--- src/rtl/pfa_pkg.sv ---
// ----------------------------------------------------------------------------
// pfa_pkg: shared types and codes for the page frame allocator
// Request commands, result status codes and the register map.
// ----------------------------------------------------------------------------
package pfa_pkg;

    // field widths fixed by the item format
    localparam int CMD_W    = 1;
    localparam int PROC_W   = 3;
    localparam int PAGE_W   = 4;
    localparam int STATUS_W = 2;
    localparam int FRAME_W  = 4;
    localparam int NFR_W    = 5;

    typedef logic [CMD_W-1:0]    cmd_t;
    typedef logic [STATUS_W-1:0] status_t;

    // request commands
    localparam cmd_t CMD_ALLOC = 1'b0;
    localparam cmd_t CMD_FREE  = 1'b1;

    // result status codes
    localparam status_t ST_ALLOCATED = 2'd0;
    localparam status_t ST_FULL      = 2'd1;
    localparam status_t ST_FREED     = 2'd2;
    localparam status_t ST_UNMAPPED  = 2'd3;

    // register map: word index taken from paddr[2]
    localparam logic REG_NUM_FRAMES = 1'b0;
    localparam logic [NFR_W-1:0] NUM_FRAMES_RESET = 5'd16;

endpackage

--- src/rtl/page_frame_allocator.sv ---
// ----------------------------------------------------------------------------
// page_frame_allocator: first-fit physical frame allocator
// Keeps a busy bit per frame and a page map per process in a memory.
// ----------------------------------------------------------------------------
// Usage
//   s_axis carries one request item: tuser is the command (allocate or free),
//   tdata holds the process id and page number. m_axis returns one result
//   item per request: tuser is the status, tdata the frame index.
//   Allocate takes the lowest free frame below num_frames and maps the page
//   to it; free releases the frame the page is mapped to.
//   num_frames is written through the APB port at byte address 0.
// Timing
//   Each item first has its page-map memory read, then its lookup and the
//   write-back. One item is in work at a time, so the next item is taken
//   only once the last one has left the lookup.
//   A result sits in the output register until taken; the next item is
//   accepted meanwhile and waits in its write-back cycle while m_axis stalls.
// Reset
//   All frames become free. The page map is then cleared by a sweep over all
//   PROCESS_COUNT * PAGES_PER_PROCESS entries, one entry a cycle, during
//   which s_axis_tready stays low; APB writes are taken throughout.
// ----------------------------------------------------------------------------
module page_frame_allocator #(
    parameter int MAX_FRAME_COUNT   = 16,
    parameter int PROCESS_COUNT     = 8,
    parameter int PAGES_PER_PROCESS = 16
) (
    input  logic        aclk,
    input  logic        aresetn,
    // request items
    input  logic        s_axis_tvalid,
    output logic        s_axis_tready,
    input  logic [7:0]  s_axis_tdata,   // [2:0] process_id, [6:3] page_number
    input  logic [0:0]  s_axis_tuser,   // [0] command
    // result items
    output logic        m_axis_tvalid,
    input  logic        m_axis_tready,
    output logic [7:0]  m_axis_tdata,   // [3:0] frame_index
    output logic [1:0]  m_axis_tuser,   // [1:0] status
    // configuration
    input  logic        psel,
    input  logic        penable,
    input  logic        pwrite,
    input  logic [2:0]  paddr,
    input  logic [31:0] pwdata,
    output logic [31:0] prdata,
    output logic        pready
);
    import pfa_pkg::*;

    localparam int MAP_DEPTH = PROCESS_COUNT * PAGES_PER_PROCESS;
    localparam int MAP_AW    = (MAP_DEPTH > 1) ? $clog2(MAP_DEPTH) : 1;
    localparam int FW        = $clog2(MAX_FRAME_COUNT);
    localparam int MAP_W     = FW + 1;

    typedef enum logic [1:0] {
        S_CLEAR,
        S_IDLE,
        S_LOOK
    } state_t;

    state_t                    state_reg;
    logic [MAP_AW-1:0]         clr_cnt_reg;
    logic [MAX_FRAME_COUNT-1:0] busy_reg, busy_next;
    logic [NFR_W-1:0]          num_frames_reg;

    // request held while in work
    cmd_t                      cmd_reg;
    logic                      inrange_reg;
    logic [MAP_AW-1:0]         slot_reg;

    // page-map memory: {valid, frame}
    logic [MAP_W-1:0]          map_mem [MAP_DEPTH];
    logic [MAP_W-1:0]          rd_data_reg;
    logic                      wr_en;
    logic [MAP_AW-1:0]         wr_addr;
    logic [MAP_W-1:0]          wr_data;

    // output register
    logic                      out_valid_reg;
    status_t                   out_status_reg, out_status_next;
    logic [FRAME_W-1:0]        out_frame_reg, out_frame_next;

    // request decode
    logic [PROC_W-1:0]         in_proc;
    logic [PAGE_W-1:0]         in_page;
    logic                      in_range;
    logic [31:0]               slot_full;
    logic                      accept;
    logic                      look_fire;

    // first-fit search
    logic                      free_found;
    logic [FW-1:0]             free_idx;
    logic                      map_valid;
    logic [FW-1:0]             map_frame;
    logic [FW-1:0]             res_frame;
    logic [FW+FRAME_W-1:0]     res_frame_ext;
    logic                      apb_wr;

    assign in_proc   = s_axis_tdata[PROC_W-1:0];
    assign in_page   = s_axis_tdata[PROC_W+PAGE_W-1:PROC_W];
    assign in_range  = (int'(in_proc) < PROCESS_COUNT) && (int'(in_page) < PAGES_PER_PROCESS);
    assign slot_full = 32'(in_proc) * 32'(PAGES_PER_PROCESS) + 32'(in_page);

    assign s_axis_tready = (state_reg == S_IDLE);
    assign accept        = s_axis_tvalid && s_axis_tready;
    assign look_fire     = (state_reg == S_LOOK) && (!out_valid_reg || m_axis_tready);

    assign map_valid = rd_data_reg[FW];
    assign map_frame = rd_data_reg[FW-1:0];

    // lowest free frame below the configured count
    always_comb begin
        free_found = 1'b0;
        free_idx   = '0;
        for (int i = MAX_FRAME_COUNT - 1; i >= 0; i--) begin
            if (!busy_reg[i] && (i < int'(num_frames_reg))) begin
                free_found = 1'b1;
                free_idx   = FW'(i);
            end
        end
    end

    // result, write-back and busy update of the item in work, and the clear-sweep write
    always_comb begin
        busy_next       = busy_reg;
        out_status_next = ST_FULL;
        res_frame       = '0;
        wr_en           = 1'b0;
        wr_addr         = slot_reg;
        wr_data         = '0;
        if (state_reg == S_CLEAR) begin
            wr_en   = 1'b1;
            wr_addr = clr_cnt_reg;
        end else if (!inrange_reg) begin
            out_status_next = (cmd_reg == CMD_ALLOC) ? ST_FULL : ST_UNMAPPED;
        end else if (cmd_reg == CMD_ALLOC) begin
            if (free_found) begin
                out_status_next     = ST_ALLOCATED;
                res_frame           = free_idx;
                wr_en               = look_fire;
                wr_data             = {1'b1, free_idx};
                busy_next[free_idx] = 1'b1;
            end else begin
                out_status_next = ST_FULL;
            end
        end else begin
            if (map_valid) begin
                out_status_next = ST_FREED;
                res_frame       = map_frame;
                wr_en           = look_fire;
                if (int'(map_frame) < MAX_FRAME_COUNT) begin
                    busy_next[map_frame] = 1'b0;
                end
            end else begin
                out_status_next = ST_UNMAPPED;
            end
        end
        res_frame_ext  = {{FRAME_W{1'b0}}, res_frame};
        out_frame_next = res_frame_ext[FRAME_W-1:0];
    end

    // page-map memory
    always_ff @(posedge aclk) begin
        if (wr_en) begin
            map_mem[wr_addr] <= wr_data;
        end
        if (accept) begin
            rd_data_reg <= map_mem[slot_full[MAP_AW-1:0]];
        end
    end

    // control state machine and output register
    always_ff @(posedge aclk) begin
        if (!aresetn) begin
            state_reg     <= S_CLEAR;
            clr_cnt_reg   <= '0;
            busy_reg      <= '0;
            out_valid_reg <= 1'b0;
        end else begin
            // result taken with no new one behind it
            if (m_axis_tready && !look_fire) begin
                out_valid_reg <= 1'b0;
            end
            unique case (state_reg)
                S_CLEAR: begin
                    clr_cnt_reg <= clr_cnt_reg + 1'b1;
                    if (clr_cnt_reg == MAP_AW'(MAP_DEPTH - 1)) begin
                        state_reg <= S_IDLE;
                    end
                end
                S_IDLE: begin
                    if (accept) begin
                        cmd_reg     <= s_axis_tuser;
                        inrange_reg <= in_range;
                        slot_reg    <= slot_full[MAP_AW-1:0];
                        state_reg   <= S_LOOK;
                    end
                end
                S_LOOK: begin
                    if (look_fire) begin
                        busy_reg       <= busy_next;
                        out_valid_reg  <= 1'b1;
                        out_status_reg <= out_status_next;
                        out_frame_reg  <= out_frame_next;
                        state_reg      <= S_IDLE;
                    end
                end
                default: state_reg <= S_IDLE;
            endcase
        end
    end

    // configuration register
    assign apb_wr = psel && penable && pwrite && pready;

    always_ff @(posedge aclk) begin
        if (!aresetn) begin
            num_frames_reg <= NUM_FRAMES_RESET;
        end else if (apb_wr && (paddr[2] == REG_NUM_FRAMES)) begin
            num_frames_reg <= pwdata[NFR_W-1:0];
        end
    end

    assign pready = 1'b1;
    assign prdata = (paddr[2] == REG_NUM_FRAMES) ? {{(32-NFR_W){1'b0}}, num_frames_reg} : '0;

    assign m_axis_tvalid = out_valid_reg;
    assign m_axis_tuser  = out_status_reg;
    assign m_axis_tdata  = {{(8-FRAME_W){1'b0}}, out_frame_reg};

endmodule

--- config.mk ---
export PLATFORM = sky130hd
export DESIGN_NAME = page_frame_allocator
export DESIGN_NICKNAME = d
export VERILOG_FILES = /design/src/rtl/pfa_pkg.sv /design/src/rtl/page_frame_allocator.sv
export SDC_FILE = /design/constraint.sdc
export NUM_CORES = 1
export LEC_CHECK = 0
export CAP_MARGIN = 20
export CORE_UTILIZATION = 50
export CTS_CLUSTER_SIZE = 20
export DETAILED_ROUTE_END_ITERATION = 10
export DONT_BUFFER_PORTS = 1
export SLEW_MARGIN = 20
export SYNTH_ARGS = -nofsm -noshare
export SYNTH_HDL_FRONTEND = slang
export SYNTH_SLANG_ARGS = --single-unit
--- constraint.sdc ---
create_clock -name aclk -period 17.42 [get_ports aclk]
set_clock_uncertainty 0.15 [all_clocks]
set_input_delay 3.484 -clock aclk [delete_from_list [all_inputs] [get_ports aclk]]
set_output_delay 3.484 -clock aclk [all_outputs]
set_load 0.02 [all_outputs]
# Word-level counts from Yosys, hierarchy flattened
# Memories as Yosys holds them, arrays and structs flattened. A register that Yosys moved wholly into a read port is not among the register bits.
# Cells that the tools add are included.
[totals]
register_bits = 45
latch_bits = 0
mem_bits_rw = 640
mem_bits_ro = 0
input_bits = 51
output_inout_bits = 45
memories = 1
[op_classes]
add_sub_neg = 2
n_mul = 0
div = 0
magnitude_cmp = 20
eq_ne = 7
shift = 0
muxes = 63
bitwise = 5
reduce_logical = 49
[memory_table]
columns = ["memory", "words", "word_bits", "rd", "rd_ports_with_merged_regs", "wr", "line_no", "text"]
rows = [
  ["map_mem", 128, 5, 1, 1, 1, "page_frame_allocator.sv:73", "logic [MAP_W-1:0] map_mem [MAP_DEPTH];"],
]
[ops]
columns = ["cell", "n"]
rows = [
  ["$mux W4", 19],
  ["$mux W16", 3],
  ["$lt A4 B5 Y1 const A", 8],
  ["$mux W1", 29],
  ["$logic_and A1 B1 Y1", 24],
  ["$lt A3 B5 Y1 const A", 4],
  ["$mux W5", 4],
  ["$logic_not A1 Y1", 18],
  ["$and A16 B16 Y16", 1],
  ["$not A16 Y16", 1],
  ["$or A16 B16 Y16", 1],
  ["$lt A1 B5 Y1 const A", 2],
  ["$lt A2 B5 Y1 const A", 2],
  ["$lt A4 B5 Y1 const B", 2],
  ["$reduce_and A3 Y1", 3],
  ["$demux W1 S4", 2],
  ["$ge A4 B1 Y1 const B", 2],
  ["$mux W2", 4],
  ["$add A7 B1 Y7 const B", 1],
  ["$add A7 B4 Y7", 1],
  ["$eq A7 B7 Y1 const B", 1],
  ["$mux W7", 1],
  ["$ne A2 B1 Y1 const B", 3],
  ["$pmux W2 S3", 1],
  ["8 further kinds", 9],
]

# Depth between registers and ports, before layout
# Gate-level depths: netlist of run 1.
[logic_depth]
word_depth = 25
ltp_mapped = 10

# Worst setup path before layout of run 1
# OpenSTA, ideal clock, no wires.
[synth_timing]
kind = "reg-to-reg"
from = "reg num_frames_reg[2]"
to = "mem map_mem[0][3] in the netlist's numbering (data pin)"
setup_ns = 1.524
arrival_ns = 8.179
slack_ns = 7.568
path_stages_with_launch = 6
n_path_buf = 0
period_less_slack_ns = 9.852
cell_sequence = "dfxtp_1 -> nor3_2 -> a21oi_1 -> a2111o_1 -> nand2b_4 -> nor4_1"
[synth_between]
elab_chain_cells = 21
word_cells_on_any_way = 67
classes_between = "order compare (16); mux (35); reduce/logical (16)"
[synth_rtl]
columns = ["element", "line_no", "text"]
rows = [
  ["from (decl)", "page_frame_allocator.sv:65", "logic [NFR_W-1:0] num_frames_reg;"],
  ["from (signal assigned)", "page_frame_allocator.sv:222", "num_frames_reg <= pwdata[NFR_W-1:0];"],
  ["$lt A4 B5 Y1", "page_frame_allocator.sv:118", "if (!busy_reg[i] && (i < int'(num_frames_reg))) begin"],
  ["$logic_and A1 B1 Y1", "page_frame_allocator.sv:118", ""],
  ["$mux W4 or $mux W1 (tied branches) (16 in a row)", "page_frame_allocator.sv:118", ""],
  ["$mux W5 (*)", "page_frame_allocator.sv:139", "if (free_found) begin"],
  ["$mux W5 (*)", "page_frame_allocator.sv:138", "end else if (cmd_reg == CMD_ALLOC) begin"],
  ["$mux W5 (*)", "page_frame_allocator.sv:133", "if (state_reg == S_CLEAR) begin"],
  ["named net wr_data[3]", "page_frame_allocator.sv:77", "logic [MAP_W-1:0] wr_data;"],
  ["to (decl)", "page_frame_allocator.sv:73", ""],
]
# The timed path passes the listed nets; every way through them passes the cells marked *.

# Worst setup path after layout of run 1
[layout_timing]
from = "in paddr[2]"
to = "out prdata[3]"
[layout_between]
elab_chain_cells = 1
[layout_rtl]
columns = ["element", "line_no", "text"]
rows = [
  ["from (decl)", "page_frame_allocator.sv:44", "input logic [2:0] paddr,"],
  ["$mux W5", "page_frame_allocator.sv:227", "assign prdata = (paddr[2] == REG_NUM_FRAMES) ? {{(32-NFR_W){1'b0}}, num_frames_reg} : '0;"],
  ["to (decl)", "page_frame_allocator.sv:46", "output logic [31:0] prdata,"],
]
# Every way passes these cells.

==> results_dict.tcl, run 1 <==
set metrics [dict create \
    outcome "finished, final reports clean" \
    crit_arrival_ns 3.81 \
    postSynthCellCount 1527 \
    initial_core_util_pct 50.51 \
    ios 96 \
    nets 1587 \
    via_per_inst 6.073 \
    ctsResizeCount 0 \
    grt_pass1_wl_microns 92690 \
    ant_nets 0 \
    grt-ovfl-total 0 \
    cts.hold.buffers_added 0 \
    grt_usage_pct 22.25 \
    rsz0062_at_grt "false" \
    gp_congestion 0.9065 \
    synth.area.top_cells "edfxtp_1 70%, mux4_2 15%, dfxtp_1 2.2%, nor2_1 2.0%, buf_4 1.0%" \
    synth_seq_area_share_pct 71.80 \
    final.setup.worst_slack_ns 9.976 \
    worstHoldStart "busy_reg[6]$_SDFFE_PN0P_" \
    ys.warnings.count 0 \
    post-cts-setup-buffers 0 \
    synth_top_area_share_pct 69.62 \
    setup_viol 0 \
    largest_register_ffs 640 \
    setup.worst_path.start_class "input port" \
    cts_tree "built" \
    path_clk_slew_ns 0.05 \
    synth_edf_count 659 \
    p_per_area_nw_per_um2 108.5 \
    finalPower_w 0.003396 \
    first_pass_iters 5 \
    dp_hpwl_microns 36860 \
    drtIter0Drc 1232 \
    path_class "input port to output pin" \
    required_ns 13.79 \
    post_synth_num_cell_types 72 \
    grt_pass1_vias 14290 \
    clk_latency_ns 0.60 \
    dp_worst_setup_slack_ns 9.970 \
    ys_async_sr_fraction_pct 0 \
    min_path_cells 2 \
    die_x_microns 240.4 \
    worst_r2r_path_depth 9 \
    max_clock_freq_ghz 0.1343 \
    fin_cells 2345 \
    post-route-period-util_pct 42.73 \
    p_leak_nw 10.94 \
    ir_worst_vdd_mv 0.07271 \
    ys_ff_latch 690 \
    syn_area_sq_um 28420 \
    wl_microns 62320 \
    worstMarginPinSlew_ns 0.9893 \
    core_area_sq_um 56280 \
    clock_path_buffers 3 \
    crit_fanout 6 \
    reg2reg_to "map_mem[119][0]$_DFFE_PP_" \
    root_buffer "clkbuf_16" \
    path_cells "nor2b_1" \
    antenna_found_initial 0 \
    tns_ns 0 \
    max_cap_viol_count 0 \
    avgSynthCellArea_sq_um 18.61 \
    drt-wirelength-per-cell_microns 26.57 \
    fin_hold_ws_ns 0.3475 \
    numCtsBuffers 72 \
    io_buffers 0 \
    yosysTopAreaCell "edfxtp_1" \
    syn2layout_area_growth_pct 10.06 \
    drive_gt1_share_pct 22.34 \
    place_inst 2217 \
    hold_viol 0 \
    diodes 0 \
    worst-path-buf-inv 0 \
    grt_max_degree 162 \
    drc 0 \
    r2r_start "num_frames_reg[2]$_SDFFE_PN0P_" \
    r2r_slack_ns 12.99 \
    fp.dieArea_sq_um 57810 \
    cts_max_level 3 \
    setup.worst_path.end_class "output pin" \
    crit_family "simple AND/OR/NAND/NOR gates" \
    slew_headroom_pct 34.05 \
    whs_endpoint "busy_reg[6]$_SDFFE_PN0P_" \
    synth_ff_type "edfxtp_1" \
    cp-startpoint "paddr[2]" \
    hold_path_class "flip-flop to flip-flop" \
    max_stage_delay_ns 0.33 \
    vias 14240 \
    critPathSlowestCell "nor2b_1" \
    dieHeight_microns 240.4 \
    cts_sinks 690 \
    finalCriticalPeriod_ns 7.444 \
    drv_slew 0 \
    rows 87 \
]
metrics by stage:
step                cell area, sq um  util, %
floorplan                      28540        -
global placement               28950    51.44
detailed placement             28950    51.45
CTS                            31280    55.58
global route                   31280    55.59
finish                         31280    55.59
routing by layer:
layer | share of wire, % | track usage [%] | vias to the layer above
met4 | 2.4 | 7.528 | 0
met3 | 6.7 | 3.812 | 92
met5 | 0 | 0 | -
li1 | - | - | 6119
met2 | 47 | 34.52 | 510
met1 | 44 | 32.11 | 7521
cell families (layout without fill, tap and decap cells):
family	count (synthesis)	count (layout)	synth area share, %
AOI/OAI and AO/OA	131	131	3.183
xor gates and xnor gates	6	6	0.1849
adders and majority gates	3	3	0.1144
buffers and inverters	134	166	2.782
DFF	690	690	71.80
muxes	210	210	15.98
other	2	32	0.02642
and+or+nand+nor	351	351	5.929
power by group:
group / switching (W) / internal, W
sequential: 0.00000304 / 0.00179
clock: 0.000620 / 0.000899
combinational: 0.0000441 / 0.0000346
total: 0.000667 / 0.00273
layout make-up:
class,instances,area (sq um)
fill,4287,24990
timing repair buffer,19,146.4
clock inverter,38,371.6
sequential,690,20410
inverter,19,71.32
multi-input combinational,733,7385
clock buffer,90,1954
tap,756,945.9
cells in the mapped netlist (9+ instances only):
library cell,n
nand4_1,9
nand2_1,73
nor2_1,153
inv_1,19
a21oi_1,27
edfxtp_1,659
nor3_1,17
o21ai_0,25
mux4_2,195
buf_4,39
nor2_2,11
nor2b_1,11
mux2i_1,15
a22oi_1,15
and2_1,10
nand3_1,17
buf_2,22
clkbuf_1,35
dfxtp_1,31
nand2b_1,11
buf_6,13
worst reg2reg max path: stages (launching register included):
cell,delay [ns]
dfxtp_1,0.66
nor3_2,0.17
a21oi_1,0.26
a2111o_1,0.27
nand2b_4,0.24
nor2_1,0.07
nor3_2,0.13
buf_4,0.67
and2_4,0.57
buf_4,0.81
cells in the final DEF, fill, tap and decap left out, types with 6 or more instances in the layout:
cell	count
a31oi_1	7
clkbuf_16	76
nand2b_1	11
nor3_1	15
nor2b_1	10
o2111ai_1	6
clkbuf_1	14
a211oi_1	7
clkinv_2	12
edfxtp_1	659
bufinv_16	7
nand2_1	73
nand3_1	17
mux4_2	195
nand4_1	9
conb_1	32
and2_1	9
clkinv_1	14
mux2i_1	15
dfxtp_1	31
o21ai_0	25
inv_1	19
a22oi_1	15
buf_4	18
nor2_2	12
nor2_1	152
a21oi_1	27
worst max path at each step:
stage / endpoint / slack [ns] / depth (start not counted)
6_report: prdata[3] / 9.98 / 1
5_1_grt: prdata[3] / 9.95 / 1
4_1_cts: prdata[3] / 9.97 / 1
3_5_place_dp: prdata[3] / 9.97 / 1
3_3_place_gp: prdata[2] / 9.98 / 1
2_1_floorplan: map_mem[0][3]$_DFFE_PP_ / 7.57 / 5
No activity file was read; power rests on OpenSTA's default activity.
==> run 2: changes to the inputs <==
ABC_AREA = 1   (was unset)
clock period = 7.45 ns   (was 17.42 ns; I/O delays follow)
==> results_dict.tcl, run 2 <==
set metrics [dict create \
    vias 18880 \
    max_cap_viol_count 0 \
    finalCriticalPeriod_ns 4.448 \
    first_pass_iters 8 \
    synth.area.top_cells "edfxtp_1 69%, nor2_1 7.8%, o21ai_0 7.5%, o22ai_1 3.6%, dfxtp_1 2.2%" \
    hold_path_class "flip-flop to flip-flop" \
    dieHeight_microns 241.7 \
    die_x_microns 241.7 \
    post-route-period-util_pct 59.70 \
    grt-ovfl-total 0 \
    worstMarginPinSlew_ns 1.030 \
    initial_core_util_pct 50.76 \
    syn2layout_area_growth_pct 8.966 \
    via_per_inst 5.911 \
    core_area_sq_um 56600 \
    path_clk_slew_ns 0.06 \
    crit_arrival_ns 4.58 \
    synth_ff_type "edfxtp_1" \
    rsz0062_at_grt "false" \
    layout.cells.most_common "edfxtp_1" \
    synth_seq_area_share_pct 71.03 \
    fin_cells 3193 \
    slew_headroom_pct 31.32 \
    crit_path_frequent_cell "nand2_1" \
    yosysTopAreaCell "edfxtp_1" \
    ant_nets 0 \
    required_ns 7.59 \
    post_synth_num_cell_types 44 \
    io_buffers 0 \
    combPwrFrac_pct 4.1 \
    drc 0 \
    tns_ns 0 \
    synth_edf_count 659 \
    ir_worst_vdd_mv 0.1620 \
    avgSynthCellArea_sq_um 11.73 \
    place_inst 3066 \
    rows 87 \
    max_clock_freq_ghz 0.2248 \
    clk_latency_ns 0.61 \
    ys_async_sr_fraction_pct 0 \
    drive_gt1_share_pct 6.319 \
    postSynthCellCount 2449 \
    outcome "finished, final reports clean" \
    synth_top_area_share_pct 68.87 \
    gp_congestion 0.8604 \
    crit_fanout 79 \
    drv_slew 0 \
    path_cells "inv_2 > o21ai_1 > nand2_1 > o21a_1 > nand2_2 > nor2_4 > nand2_1 > nand3_1 > inv_4 > nand2_1 > inv_4 > buf_4" \
    largest_register_ffs 640 \
    grt_usage_pct 24.52 \
    post-cts-setup-buffers 0 \
    ys_ff_latch 690 \
    n_fill_cell 4716 \
    ys.warnings.count 0 \
    hold_viol 0 \
    diodes 0 \
    critPathSlowestCell "inv_4" \
    grt_max_degree 323 \
    setup.worst_path.end_class "flip-flop" \
    ctsResizeCount 0 \
    numCtsBuffers 72 \
    syn_area_sq_um 28730 \
    grt_pass1_wl_microns 110200 \
    mostFrequentLayoutCells "659 x edfxtp_1, 597 x nor2_1, 432 x o21ai_0" \
    clock_path_buffers 3 \
    cts.hold.buffers_added 0 \
    cts_sinks 690 \
    max_stage_delay_ns 0.81 \
    fp.dieArea_sq_um 58430 \
    p_int_w 0.006323 \
    cts_tree "built" \
    root_buffer "clkbuf_16" \
    cts_max_level 3 \
    nets 2436 \
    synth_common_cells "659 x edfxtp_1, 600 x nor2_1, 432 x o21ai_0" \
    p_leak_nw 10.28 \
    path_class "flip-flop to flip-flop" \
    p_switching_w 0.001686 \
    setup.worst_path.start_class "flip-flop" \
    p_sw_share_pct 21.05 \
    dp_hpwl_microns 39860 \
    antenna_found_initial 0 \
    yosys.cell_count.top_type "edfxtp_1" \
    grt_pass1_vias 18410 \
    pwr-share-seq_pct 52.5 \
    setup_viol 0 \
    drt-wirelength-per-cell_microns 22.43 \
    drtIter0Drc 2023 \
    wl_microns 71610 \
    p_per_area_nw_per_um2 255.8 \
    ios 96 \
    clkPwrFrac_pct 43.4 \
]
-- run 2: path summary, 6_finish.rpt --
kind / slack, ns / end / startpoint / depth (start not counted)
max reg2reg: 3.00 / map_mem[111][3]$_DFFE_PP_ / num_frames_reg[2]$_SDFFE_PN0P_ / 12
min reg2reg: 0.32 / busy_reg[8]$_SDFFE_PN0P_ / busy_reg[8]$_SDFFE_PN0P_ / 2
min: 0.32 / busy_reg[8]$_SDFFE_PN0P_ / busy_reg[8]$_SDFFE_PN0P_ / 2
max: 3.00 / map_mem[111][3]$_DFFE_PP_ / num_frames_reg[2]$_SDFFE_PN0P_ / 12
-- run 2: critical path: cells and delay by family, from the launching register on --
family                 cells  cell delay (ns)
buffers and inverters      4             2.15
AND/OR/NAND/NOR            6             0.95
AO/OA/AOI/OAI              2             0.40
flip-flops                 1             0.41
-- run 2: power by group through the flow --
stage	sequential, W	clock [W]	combinational, W
after global routing	0.00420	0.00369	0.000358
after CTS	0.00420	0.00353	0.000326
after floorplan	0.00428	0	0.000278
after detailed placement	0.00428	0	0.000325
final	0.00420	0.00348	0.000329
after global placement	0.00428	0	0.000322
-- run 2: metrics by stage --
step                util [%]  area [sq um]  hold slack, ns  setup slack [ns]  power [W]
detailed placement     51.32         29050          0.3157             2.818   0.004608
global route           55.31         31310          0.3432             2.627   0.008248
floorplan                  -         28850          0.2853             2.108   0.004560
CTS                    55.31         31310          0.3258             3.021   0.008056
finish                 55.31         31310          0.3222             3.002   0.008008
global placement       51.32         29050          0.3146             2.911   0.004605
-- run 2: final cells by class --
| type | instances | area, sq um | area share, % |
|---|---|---|---|
| flip-flops and latches | 690 | 20410 | 65.19 |
| well taps | 756 | 945.9 | 3.021 |
| clock inverters | 28 | 239.0 | 0.7633 |
| multi-input cells | 1518 | 7224 | 23.07 |
| clock buffers | 99 | 2019 | 6.450 |
| repair buffers | 16 | 132.6 | 0.4236 |
| inverters | 86 | 337.8 | 1.079 |
-- run 2: routing by layer --
metal  global-route usage (%)  vias to the layer above  share of wire [%]
li1                         -                     8678                  -
met1                    34.24                     9242                 42
met2                    39.79                      837                 48
met3                    3.529                      118                8.0
met4                    7.800                        0                2.4
met5                        0                        -                  0
-- run 2: cells by family after synthesis --
logic type	after synthesis	share of synthesized area (%)
adder cells (fa/ha/maj)	1	0.04354
flip-flops	690	71.03
buffers and inverters	271	4.294
AO/OA/AOI/OAI	685	13.33
AND/OR/NAND/NOR	798	11.21
XOR/XNOR	2	0.06098
other	2	0.02614
